$ cat src/mcfp_pkg.sv
// ----------------------------------------------------------------------------
// mcfp_pkg
// shared types, limits, scaling constants and the crc step for the packer
// ----------------------------------------------------------------------------
package mcfp_pkg;

    // register file
    localparam int unsigned APB_ADDR_W = 4;
    localparam int unsigned APB_DATA_W = 32;
    localparam logic [1:0]  REG_HEAD_FIRST  = 2'd0;
    localparam logic [1:0]  REG_HEAD_SECOND = 2'd1;
    localparam logic [1:0]  REG_CTRL_MODE   = 2'd2;

    localparam logic [7:0]  HEAD_FIRST_RST  = 8'd254;
    localparam logic [7:0]  HEAD_SECOND_RST = 8'd238;
    localparam logic [3:0]  CTRL_MODE_RST   = 4'd1;

    // clamp limits
    localparam logic signed [15:0] TORQUE_LIMIT   = 16'sd1280;
    localparam logic signed [15:0] POSITION_LIMIT = 16'sd24448;
    localparam logic signed [15:0] SPEED_LIMIT    = 16'sd11520;
    localparam logic [15:0]        STIFF_LIMIT    = 16'd32767;
    localparam logic [15:0]        DAMP_LIMIT     = 16'd6400;

    // unit conversion: q = trunc(x * scale / 62831)
    localparam logic [15:0] DIVISOR     = 16'd62831;
    localparam logic [20:0] POS_SCALE   = 21'd1280000;
    localparam logic [13:0] SPD_SCALE   = 14'd10000;
    localparam int unsigned RECIP_SHIFT = 16;
    localparam logic [20:0] POS_RECIP   =
        21'(64'd1280000 * (64'd1 << RECIP_SHIFT) / 64'd62831);
    localparam logic [13:0] SPD_RECIP   =
        14'(64'd10000 * (64'd1 << RECIP_SHIFT) / 64'd62831);

    // frame byte positions
    localparam logic [4:0] BYTE_HEAD_FIRST  = 5'd0;
    localparam logic [4:0] BYTE_HEAD_SECOND = 5'd1;
    localparam logic [4:0] BYTE_MODE_ID     = 5'd2;
    localparam logic [4:0] BYTE_TORQUE_LO   = 5'd3;
    localparam logic [4:0] BYTE_TORQUE_HI   = 5'd4;
    localparam logic [4:0] BYTE_SPEED_LO    = 5'd5;
    localparam logic [4:0] BYTE_SPEED_HI    = 5'd6;
    localparam logic [4:0] BYTE_POS_0       = 5'd7;
    localparam logic [4:0] BYTE_POS_1       = 5'd8;
    localparam logic [4:0] BYTE_POS_2       = 5'd9;
    localparam logic [4:0] BYTE_POS_3       = 5'd10;
    localparam logic [4:0] BYTE_STIFF_LO    = 5'd11;
    localparam logic [4:0] BYTE_STIFF_HI    = 5'd12;
    localparam logic [4:0] BYTE_DAMP_LO     = 5'd13;
    localparam logic [4:0] BYTE_DAMP_HI     = 5'd14;
    localparam logic [4:0] BYTE_CRC_LO      = 5'd15;
    localparam logic [4:0] BYTE_CRC_HI      = 5'd16;

    localparam logic [15:0] CRC_POLY = 16'h8408;

    typedef struct packed {
        logic [3:0]         motor_addr;
        logic signed [15:0] torque_target;
        logic signed [15:0] position_target;
        logic signed [15:0] speed_target;
        logic [15:0]        stiffness_gain;
        logic [15:0]        damping_gain;
    } cmd_t;

    typedef struct packed {
        logic [7:0] frame_byte;
        logic       frame_last;
    } frame_t;

    typedef struct packed {
        logic [7:0] head_first;
        logic [7:0] head_second;
        logic [3:0] ctrl_mode;
    } cfg_t;

    // clamped command, speed and position as sign and magnitude
    typedef struct packed {
        logic [3:0]  motor_addr;
        logic [15:0] torque;
        logic        pos_neg;
        logic [14:0] pos_mag;
        logic        spd_neg;
        logic [13:0] spd_mag;
        logic [15:0] stiff;
        logic [15:0] damp;
    } clamp_t;

    // wire-unit words of one frame
    typedef struct packed {
        logic [3:0]  motor_addr;
        logic [15:0] torque;
        logic [15:0] speed;
        logic [31:0] position;
        logic [15:0] stiff;
        logic [15:0] damp;
    } words_t;

    function automatic logic [15:0] crc_add(input logic [15:0] crc, input logic [7:0] b);
        logic [15:0] c;
        c = crc ^ {8'd0, b};
        for (int i = 0; i < 8; i++)
        begin
            c = c[0] ? ((c >> 1) ^ CRC_POLY) : (c >> 1);
        end
        return c;
    endfunction

endpackage

$ cat src/mcfp_clamp.sv
// ----------------------------------------------------------------------------
// mcfp_clamp
// one register stage: saturates every command value to its limit
// ----------------------------------------------------------------------------
module mcfp_clamp (
    input  logic            clk,
    input  logic            rst_n,
    input  logic            in_valid,
    output logic            in_ready,
    input  mcfp_pkg::cmd_t  in_cmd,
    output logic            out_valid,
    input  logic            out_ready,
    output mcfp_pkg::clamp_t out_data
);
    import mcfp_pkg::*;

    logic             valid_reg;
    clamp_t           data_reg;
    clamp_t           data_next;
    logic signed [15:0] pos_c;
    logic signed [15:0] spd_c;

    always_comb
    begin
        data_next.motor_addr = in_cmd.motor_addr;

        if (in_cmd.torque_target > TORQUE_LIMIT)
            data_next.torque = TORQUE_LIMIT;
        else if (in_cmd.torque_target < -TORQUE_LIMIT)
            data_next.torque = -TORQUE_LIMIT;
        else
            data_next.torque = in_cmd.torque_target;

        if (in_cmd.position_target > POSITION_LIMIT)
            pos_c = POSITION_LIMIT;
        else if (in_cmd.position_target < -POSITION_LIMIT)
            pos_c = -POSITION_LIMIT;
        else
            pos_c = in_cmd.position_target;

        if (in_cmd.speed_target > SPEED_LIMIT)
            spd_c = SPEED_LIMIT;
        else if (in_cmd.speed_target < -SPEED_LIMIT)
            spd_c = -SPEED_LIMIT;
        else
            spd_c = in_cmd.speed_target;

        data_next.pos_neg = pos_c[15];
        data_next.pos_mag = pos_c[15] ? 15'(-pos_c) : 15'(pos_c);
        data_next.spd_neg = spd_c[15];
        data_next.spd_mag = spd_c[15] ? 14'(-spd_c) : 14'(spd_c);

        data_next.stiff = (in_cmd.stiffness_gain > STIFF_LIMIT) ? STIFF_LIMIT
                                                                : in_cmd.stiffness_gain;
        data_next.damp  = (in_cmd.damping_gain > DAMP_LIMIT) ? DAMP_LIMIT
                                                             : in_cmd.damping_gain;
    end

    assign in_ready  = !valid_reg || out_ready;
    assign out_valid = valid_reg;
    assign out_data  = data_reg;

    always_ff @(posedge clk or negedge rst_n)
    begin
        if (!rst_n)
            valid_reg <= 1'b0;
        else if (in_ready)
            valid_reg <= in_valid;
    end

    always_ff @(posedge clk)
    begin
        if (in_ready && in_valid)
            data_reg <= data_next;
    end

endmodule

$ cat src/mcfp_scale.sv
// ----------------------------------------------------------------------------
// mcfp_scale
// three register stages: exact truncating division by 62831 through a
// reciprocal estimate, back-multiply and one-step correction
// ----------------------------------------------------------------------------
module mcfp_scale (
    input  logic              clk,
    input  logic              rst_n,
    input  logic              in_valid,
    output logic              in_ready,
    input  mcfp_pkg::clamp_t  in_data,
    output logic              out_valid,
    input  logic              out_ready,
    output mcfp_pkg::words_t  out_data
);
    import mcfp_pkg::*;

    typedef struct packed {
        logic [3:0]  motor_addr;
        logic [15:0] torque;
        logic [15:0] stiff;
        logic [15:0] damp;
        logic        pos_neg;
        logic        spd_neg;
    } side_t;

    typedef struct packed {
        side_t       side;
        logic [18:0] pos_q0;
        logic [34:0] pos_n;
        logic [10:0] spd_q0;
        logic [26:0] spd_n;
    } est_t;

    typedef struct packed {
        side_t       side;
        logic [18:0] pos_q0;
        logic [34:0] pos_n;
        logic [34:0] pos_p;
        logic [10:0] spd_q0;
        logic [26:0] spd_n;
        logic [26:0] spd_p;
    } back_t;

    logic   est_valid_reg;
    logic   back_valid_reg;
    logic   word_valid_reg;
    est_t   est_reg;
    est_t   est_next;
    back_t  back_reg;
    back_t  back_next;
    words_t word_reg;
    words_t word_next;

    logic   adv_est;
    logic   adv_back;
    logic   adv_word;

    logic [35:0] pos_prod;
    logic [27:0] spd_prod;
    logic [34:0] pos_r;
    logic [26:0] spd_r;
    logic [18:0] pos_q;
    logic [10:0] spd_q;

    assign adv_word = !word_valid_reg || out_ready;
    assign adv_back = !back_valid_reg || adv_word;
    assign adv_est  = !est_valid_reg  || adv_back;
    assign in_ready = adv_est;

    // quotient estimate, never above the true quotient and at most one below
    always_comb
    begin
        pos_prod = 36'(in_data.pos_mag) * 36'(POS_RECIP);
        spd_prod = 28'(in_data.spd_mag) * 28'(SPD_RECIP);

        est_next.side.motor_addr = in_data.motor_addr;
        est_next.side.torque     = in_data.torque;
        est_next.side.stiff      = in_data.stiff;
        est_next.side.damp       = in_data.damp;
        est_next.side.pos_neg    = in_data.pos_neg;
        est_next.side.spd_neg    = in_data.spd_neg;
        est_next.pos_q0 = pos_prod[RECIP_SHIFT +: 19];
        est_next.spd_q0 = spd_prod[RECIP_SHIFT +: 11];
        est_next.pos_n  = 35'(in_data.pos_mag) * 35'(POS_SCALE);
        est_next.spd_n  = 27'(in_data.spd_mag) * 27'(SPD_SCALE);
    end

    // back-multiply the estimate
    always_comb
    begin
        back_next.side   = est_reg.side;
        back_next.pos_q0 = est_reg.pos_q0;
        back_next.pos_n  = est_reg.pos_n;
        back_next.pos_p  = 35'(est_reg.pos_q0) * 35'(DIVISOR);
        back_next.spd_q0 = est_reg.spd_q0;
        back_next.spd_n  = est_reg.spd_n;
        back_next.spd_p  = 27'(est_reg.spd_q0) * 27'(DIVISOR);
    end

    // correct by one where the remainder still holds a divisor, restore sign
    always_comb
    begin
        pos_r = back_reg.pos_n - back_reg.pos_p;
        spd_r = back_reg.spd_n - back_reg.spd_p;
        pos_q = back_reg.pos_q0 + 19'(pos_r >= 35'(DIVISOR));
        spd_q = back_reg.spd_q0 + 11'(spd_r >= 27'(DIVISOR));

        word_next.motor_addr = back_reg.side.motor_addr;
        word_next.torque     = back_reg.side.torque;
        word_next.stiff      = back_reg.side.stiff;
        word_next.damp       = back_reg.side.damp;
        word_next.position   = back_reg.side.pos_neg ? -32'(pos_q) : 32'(pos_q);
        word_next.speed      = back_reg.side.spd_neg ? -16'(spd_q) : 16'(spd_q);
    end

    assign out_valid = word_valid_reg;
    assign out_data  = word_reg;

    always_ff @(posedge clk or negedge rst_n)
    begin
        if (!rst_n)
        begin
            est_valid_reg  <= 1'b0;
            back_valid_reg <= 1'b0;
            word_valid_reg <= 1'b0;
        end
        else
        begin
            if (adv_est)
                est_valid_reg <= in_valid;
            if (adv_back)
                back_valid_reg <= est_valid_reg;
            if (adv_word)
                word_valid_reg <= back_valid_reg;
        end
    end

    always_ff @(posedge clk)
    begin
        if (adv_est && in_valid)
            est_reg <= est_next;
        if (adv_back && est_valid_reg)
            back_reg <= back_next;
        if (adv_word && back_valid_reg)
            word_reg <= word_next;
    end

endmodule

$ cat src/mcfp_serializer.sv
// ----------------------------------------------------------------------------
// mcfp_serializer
// holds one frame and sends it a byte per transfer, folding the crc as it goes
// ----------------------------------------------------------------------------
module mcfp_serializer (
    input  logic             clk,
    input  logic             rst_n,
    input  mcfp_pkg::cfg_t   cfg,
    input  logic             in_valid,
    output logic             in_ready,
    input  mcfp_pkg::words_t in_data,
    output logic             out_valid,
    input  logic             out_stall,
    output mcfp_pkg::frame_t out_data
);
    import mcfp_pkg::*;

    logic        busy_reg;
    logic        busy_next;
    logic [4:0]  idx_reg;
    logic [4:0]  idx_next;
    logic [15:0] crc_reg;
    logic [15:0] crc_next;
    words_t      words_reg;
    cfg_t        cfg_reg;

    logic        out_fire;
    logic        last;
    logic        load;
    logic [7:0]  cur_byte;

    assign last     = (idx_reg == BYTE_CRC_HI);
    assign out_fire = busy_reg && !out_stall;
    assign in_ready = !busy_reg || (out_fire && last);
    assign load     = in_valid && in_ready;

    always_comb
    begin
        case (idx_reg)
            BYTE_HEAD_FIRST:  cur_byte = cfg_reg.head_first;
            BYTE_HEAD_SECOND: cur_byte = cfg_reg.head_second;
            BYTE_MODE_ID:     cur_byte = {cfg_reg.ctrl_mode, words_reg.motor_addr};
            BYTE_TORQUE_LO:   cur_byte = words_reg.torque[7:0];
            BYTE_TORQUE_HI:   cur_byte = words_reg.torque[15:8];
            BYTE_SPEED_LO:    cur_byte = words_reg.speed[7:0];
            BYTE_SPEED_HI:    cur_byte = words_reg.speed[15:8];
            BYTE_POS_0:       cur_byte = words_reg.position[7:0];
            BYTE_POS_1:       cur_byte = words_reg.position[15:8];
            BYTE_POS_2:       cur_byte = words_reg.position[23:16];
            BYTE_POS_3:       cur_byte = words_reg.position[31:24];
            BYTE_STIFF_LO:    cur_byte = words_reg.stiff[7:0];
            BYTE_STIFF_HI:    cur_byte = words_reg.stiff[15:8];
            BYTE_DAMP_LO:     cur_byte = words_reg.damp[7:0];
            BYTE_DAMP_HI:     cur_byte = words_reg.damp[15:8];
            BYTE_CRC_LO:      cur_byte = crc_reg[7:0];
            BYTE_CRC_HI:      cur_byte = crc_reg[15:8];
            default:          cur_byte = 8'd0;
        endcase
    end

    always_comb
    begin
        busy_next = busy_reg;
        idx_next  = idx_reg;
        crc_next  = crc_reg;
        if (load)
        begin
            busy_next = 1'b1;
            idx_next  = BYTE_HEAD_FIRST;
            crc_next  = 16'd0;
        end
        else if (out_fire)
        begin
            if (last)
                busy_next = 1'b0;
            else
                idx_next = idx_reg + 5'd1;
            if (idx_reg < BYTE_CRC_LO)
                crc_next = crc_add(crc_reg, cur_byte);
        end
    end

    assign out_valid           = busy_reg;
    assign out_data.frame_byte = cur_byte;
    assign out_data.frame_last = last;

    always_ff @(posedge clk or negedge rst_n)
    begin
        if (!rst_n)
        begin
            busy_reg <= 1'b0;
            idx_reg  <= BYTE_HEAD_FIRST;
            crc_reg  <= 16'd0;
        end
        else
        begin
            busy_reg <= busy_next;
            idx_reg  <= idx_next;
            crc_reg  <= crc_next;
        end
    end

    always_ff @(posedge clk)
    begin
        if (load)
        begin
            words_reg <= in_data;
            cfg_reg   <= cfg;
        end
    end

endmodule

$ cat src/motor_command_frame_packer.sv
// ----------------------------------------------------------------------------
// motor_command_frame_packer
// clamps a motor command, converts speed and position to wire units and
// sends it as a 17-byte frame closed by a reflected crc-16
// ----------------------------------------------------------------------------
// path: the first frame byte is offered after the command passes the clamp
//   and divide registers and the frame load (clamp 1, divide 3, frame load 1)
// frames: the next frame loads only as the last byte transfers; while one
//   frame is sent, the four stages ahead of it hold up to four further commands
// reset: rst_n clears all valid bits and the serializer; registers return
//   to head 254 / 238 and mode 1
module motor_command_frame_packer (
    input  logic                          clk,
    input  logic                          rst_n,
    // command channel
    input  logic                          cmd_valid,
    output logic                          cmd_stall,
    input  mcfp_pkg::cmd_t                cmd,
    // frame byte channel
    output logic                          frame_valid,
    input  logic                          frame_stall,
    output mcfp_pkg::frame_t              frame,
    // register port
    input  logic                          psel,
    input  logic                          penable,
    input  logic                          pwrite,
    input  logic [mcfp_pkg::APB_ADDR_W-1:0] paddr,
    input  logic [mcfp_pkg::APB_DATA_W-1:0] pwdata,
    output logic [mcfp_pkg::APB_DATA_W-1:0] prdata,
    output logic                          pready
);
    import mcfp_pkg::*;

    // register file
    logic [7:0] head_first_reg;
    logic [7:0] head_second_reg;
    logic [3:0] ctrl_mode_reg;
    logic       cfg_write;
    logic [1:0] reg_sel;
    cfg_t       cfg;

    // inter-stage handshakes
    logic       clamp_ready;
    logic       clamp_valid;
    clamp_t     clamp_data;
    logic       scale_ready;
    logic       scale_valid;
    words_t     scale_data;
    logic       ser_ready;

    // apb: always ready, write lands in the access phase
    assign pready    = 1'b1;
    assign reg_sel   = paddr[3:2];
    assign cfg_write = psel && penable && pwrite && pready;

    always_ff @(posedge clk or negedge rst_n)
    begin
        if (!rst_n)
        begin
            head_first_reg  <= HEAD_FIRST_RST;
            head_second_reg <= HEAD_SECOND_RST;
            ctrl_mode_reg   <= CTRL_MODE_RST;
        end
        else if (cfg_write)
        begin
            case (reg_sel)
                REG_HEAD_FIRST:  head_first_reg  <= pwdata[7:0];
                REG_HEAD_SECOND: head_second_reg <= pwdata[7:0];
                REG_CTRL_MODE:   ctrl_mode_reg   <= pwdata[3:0];
                default:         ;
            endcase
        end
    end

    // read mux, unmapped addresses read as zero
    always_comb
    begin
        case (reg_sel)
            REG_HEAD_FIRST:  prdata = {24'd0, head_first_reg};
            REG_HEAD_SECOND: prdata = {24'd0, head_second_reg};
            REG_CTRL_MODE:   prdata = {28'd0, ctrl_mode_reg};
            default:         prdata = '0;
        endcase
    end

    assign cfg.head_first  = head_first_reg;
    assign cfg.head_second = head_second_reg;
    assign cfg.ctrl_mode   = ctrl_mode_reg;

    // stage 1: saturate every value field, the motor address passes through
    assign cmd_stall = !clamp_ready;

    mcfp_clamp u_clamp (
        .clk       (clk),
        .rst_n     (rst_n),
        .in_valid  (cmd_valid),
        .in_ready  (clamp_ready),
        .in_cmd    (cmd),
        .out_valid (clamp_valid),
        .out_ready (scale_ready),
        .out_data  (clamp_data)
    );

    // stages 2-4: reciprocal estimate, back-multiply, correction and sign
    mcfp_scale u_scale (
        .clk       (clk),
        .rst_n     (rst_n),
        .in_valid  (clamp_valid),
        .in_ready  (scale_ready),
        .in_data   (clamp_data),
        .out_valid (scale_valid),
        .out_ready (ser_ready),
        .out_data  (scale_data)
    );

    // stage 5: frame assembly, one byte per transfer, crc folded on the fly
    mcfp_serializer u_serializer (
        .clk       (clk),
        .rst_n     (rst_n),
        .cfg       (cfg),
        .in_valid  (scale_valid),
        .in_ready  (ser_ready),
        .in_data   (scale_data),
        .out_valid (frame_valid),
        .out_stall (frame_stall),
        .out_data  (frame)
    );

endmodule
$ cat config.mk
export PLATFORM = sky130hd
export DESIGN_NAME = motor_command_frame_packer
export DESIGN_NICKNAME = d
export VERILOG_FILES = /design/src/mcfp_pkg.sv /design/src/mcfp_clamp.sv /design/src/mcfp_scale.sv /design/src/mcfp_serializer.sv /design/src/motor_command_frame_packer.sv
export SDC_FILE = /design/constraint.sdc
export NUM_CORES = 2
export LEC_CHECK = 0
export ABC_AREA = 1
export BUFFER_PORTS_ARGS = -buffer_cell sky130_fd_sc_hd__buf_2
export CAP_MARGIN = 25
export CORE_MARGIN = 8
export CORE_UTILIZATION = 60
export DETAILED_ROUTE_END_ITERATION = 8
export PLACE_DENSITY_LB_ADDON = 0.12
export SYNTH_ARGS = -nofsm -noshare
export SYNTH_HDL_FRONTEND = slang
export SYNTH_SLANG_ARGS = --single-unit
$ cat constraint.sdc
create_clock -name clk -period 15.3 [get_ports clk]
set_input_delay 3.06 -clock clk [delete_from_list [all_inputs] [get_ports clk]]
set_output_delay 3.06 -clock clk [all_outputs]
set_load 0.05 [all_outputs]
==> impl_metrics.yaml <==
finish:
  syn2layout_area_growth_pct: 8.63
  nFillCells: 6798
  final_common_cell: "inv_1"
  final_nets: 6435
  multi_input_area_um2: 27600
  largest_register_ffs: 191
  final_cells: 6490
  fin_area_um2: 56000
  diodes: 0
  drive_gt1_share_pct: 6.70
  final-seq-area_um2: 19900
  final_cell_mix: "1019 x inv_1, 840 x nand2_1, 625 x edfxtp_1"
timing:
  maxSlewViolCount: 0
  period_minus_slack_ns: 7.51
  finalCritPeriodShare_pct: 49.1
  skew_ns: 0.0423
  relSlewSlack_pct: 38.7
  rsz0062_at_grt: "false"
  hold_viol_final: 0
  max_freq_ghz: 0.133
  finalSetupTns_ns: 0
  finalSetupViolCount: 0
  tightest_slew_ns: 0.920
clock_network:
  cts_buffers: 72
  cts_resized: 0
  cts_setup_buffers: 0
  cts_tree: "built"
  cts_sinks: 671
  clk_latency_ns: 0.64
  cts_hold_buf: 0
  cts_buffer_depth: 3
  root_buffer: "clkbuf_16"
  clkTransAtPathRegs_ns: 0.05
  ctsHtreeMaxLevel: 3
route:
  wl_per_cell_um: 17.2
  wirelength_um: 112000
  viasPerCell: 5.31
  drc: 0
  first_pass_iters: 5
  vias: 34500
  ant_nets: 0
  drt_iter0_drc: 2135
die:
  rows: 107
  initial_core_util_pct: 60.6
  die_w_um: 309
  core_area_um2: 85100
  ios: 171
  die_area_um2: 95600
  dieHeight_um: 309
worst_setup_path:
  reg2reg_depth: 17
  cp.required_ns: 12.24
  start_kind: "input pin"
  endpoint_kind: "output port"
  reg2reg_to: "u_scale.back_reg[99]$_DFFE_PP_"
  crit_arrival_ns: 4.45
  critical_path_class: "input pin to output port"
  rr_startpoint: "u_scale.back_next[141]$_DFFE_PP_"
  r2r_setup_slack_ns: 9.23
  path_max_fanout: 3
pwr:
  vdd_ir_drop_max_uv: 201
  powerDensity_nw_per_um2: 159
  cellLeakagePower_nw: 26.3
synthesis:
  ys.flop_type: "edfxtp_1"
  ys_seq_area_share_pct: 38.6
  ys_seq_elements: 671
  synth.distinct_cells: 58
  netlist_area_um2: 51600
  yosys_warnings: 0
  synthCells: 5096
  synth_edf_count: 625
  avgSynthCellArea_um2: 10.1
  ys_async_sr_fraction_pct: 6.86
hold_path:
  worstHoldEndpoint: "u_scale.back_reg[130]$_DFFE_PP_"
  hold_class: "flop to flop"
  min_path_cells: 0
  worstHoldStart: "u_scale.back_next[130]$_DFFE_PP_"
placement:
  place_congestion: 0.922
  dpl_cell_area_um2: 53600
  hpwlAfterDp_um: 90900
  place_inst: 6360
  port_buffers: 119
global_routing:
  grt_pass1_wl_um: 182000
  overflow: 0
  grt_pass1_vias: 35500
  grt_max_degree: 120
  antenna_found_initial: 0
  track_usage_pct: 23.9
status:
  status: "finished clean"
run:
  max-cap-violations: 0
[worst max path at each step]
stage	start	end	slack [ns]
detailed placement	frame_stall	cmd_stall	7.80
floorplan	frame_stall	u_scale.back_next[111]$_DFFE_PP_	5.69
global placement	frame_stall	cmd_stall	7.82
global route	frame_stall	cmd_stall	7.65
CTS	frame_stall	cmd_stall	7.79
finish	frame_stall	cmd_stall	7.79
[area by class of cell]
type	count	area share, %
Tap cell	1144	2.55
Clock inverter	42	0.898
Sequential cell	671	35.6
Inverter	1034	6.95
Multi-Input combinational cell	3380	49.3
Clock buffer	88	3.45
Timing Repair Buffer	131	1.26
[logic make-up (layout without fill, tap and decap cells)]
group	count (synthesis)	in the layout	share of synthesized area, %
other	2	29	0.0146
and+or+nand+nor	1621	1621	13.7
xor gates and xnor gates	204	204	3.48
DFF	671	671	38.6
AOI/OAI and AO/OA	508	508	5.69
adders and majority gates	1018	1018	30.5
buffers and inverters	1072	1295	8.01
[stage by stage]
stage	hold WS (ns)	total power, mW	worst slack [ns]	util [%]
detailed placement	0.405	7.14	7.80	62.9
global route	0.407	9.66	7.65	65.8
finish	0.401	8.90	7.79	65.8
global placement	0.401	7.09	7.82	62.9
floorplan	0.400	5.94	5.69	-
CTS	0.399	8.95	7.79	65.8
[power by group]
part / switching [mW] / total [mW] / internal, mW
Combinational: 3.01 / 4.73 / 1.72
Clock: 0.732 / 1.76 / 1.03
Sequential: 0.0829 / 2.40 / 2.32
Total: 3.83 / 8.90 / 5.07
[synth_stat cells, types with 48 or more instances]
library cell	instances	area share [%]
fa_1	398	15
nor2_1	335	2.4
edfxtp_1	625	36
nand2_1	840	6.1
o21ai_0	154	1.5
xnor2_1	75	1.3
xor2_1	128	2.2
nand4_1	66	0.80
nand3_1	206	2.0
inv_1	1021	7.4
a21oi_1	206	2.0
nor3_1	48	0.47
ha_1	620	15
[worst max-delay path, cell delays in order]
cell and delay, ns:
buf_2 0.10, o21ai_2 0.09, nor2_1 0.10, inv_1 0.07, nor2_1 0.09, inv_1 0.06
nor2_1 0.21, inv_1 0.11, nor2_1 0.23, buf_2 0.32
[layer usage]
metal / up-vias / GRT usage [%] / wire length, µm
met5: - / 0 / 0
met4: 0 / 7.76 / 3900
met3: 204 / 3.45 / 5200
met2: 831 / 41.9 / 54600
met1: 16400 / 30.7 / 47800
li1: 17100 / - / -
No activity file was read; power rests on OpenSTA's default activity.
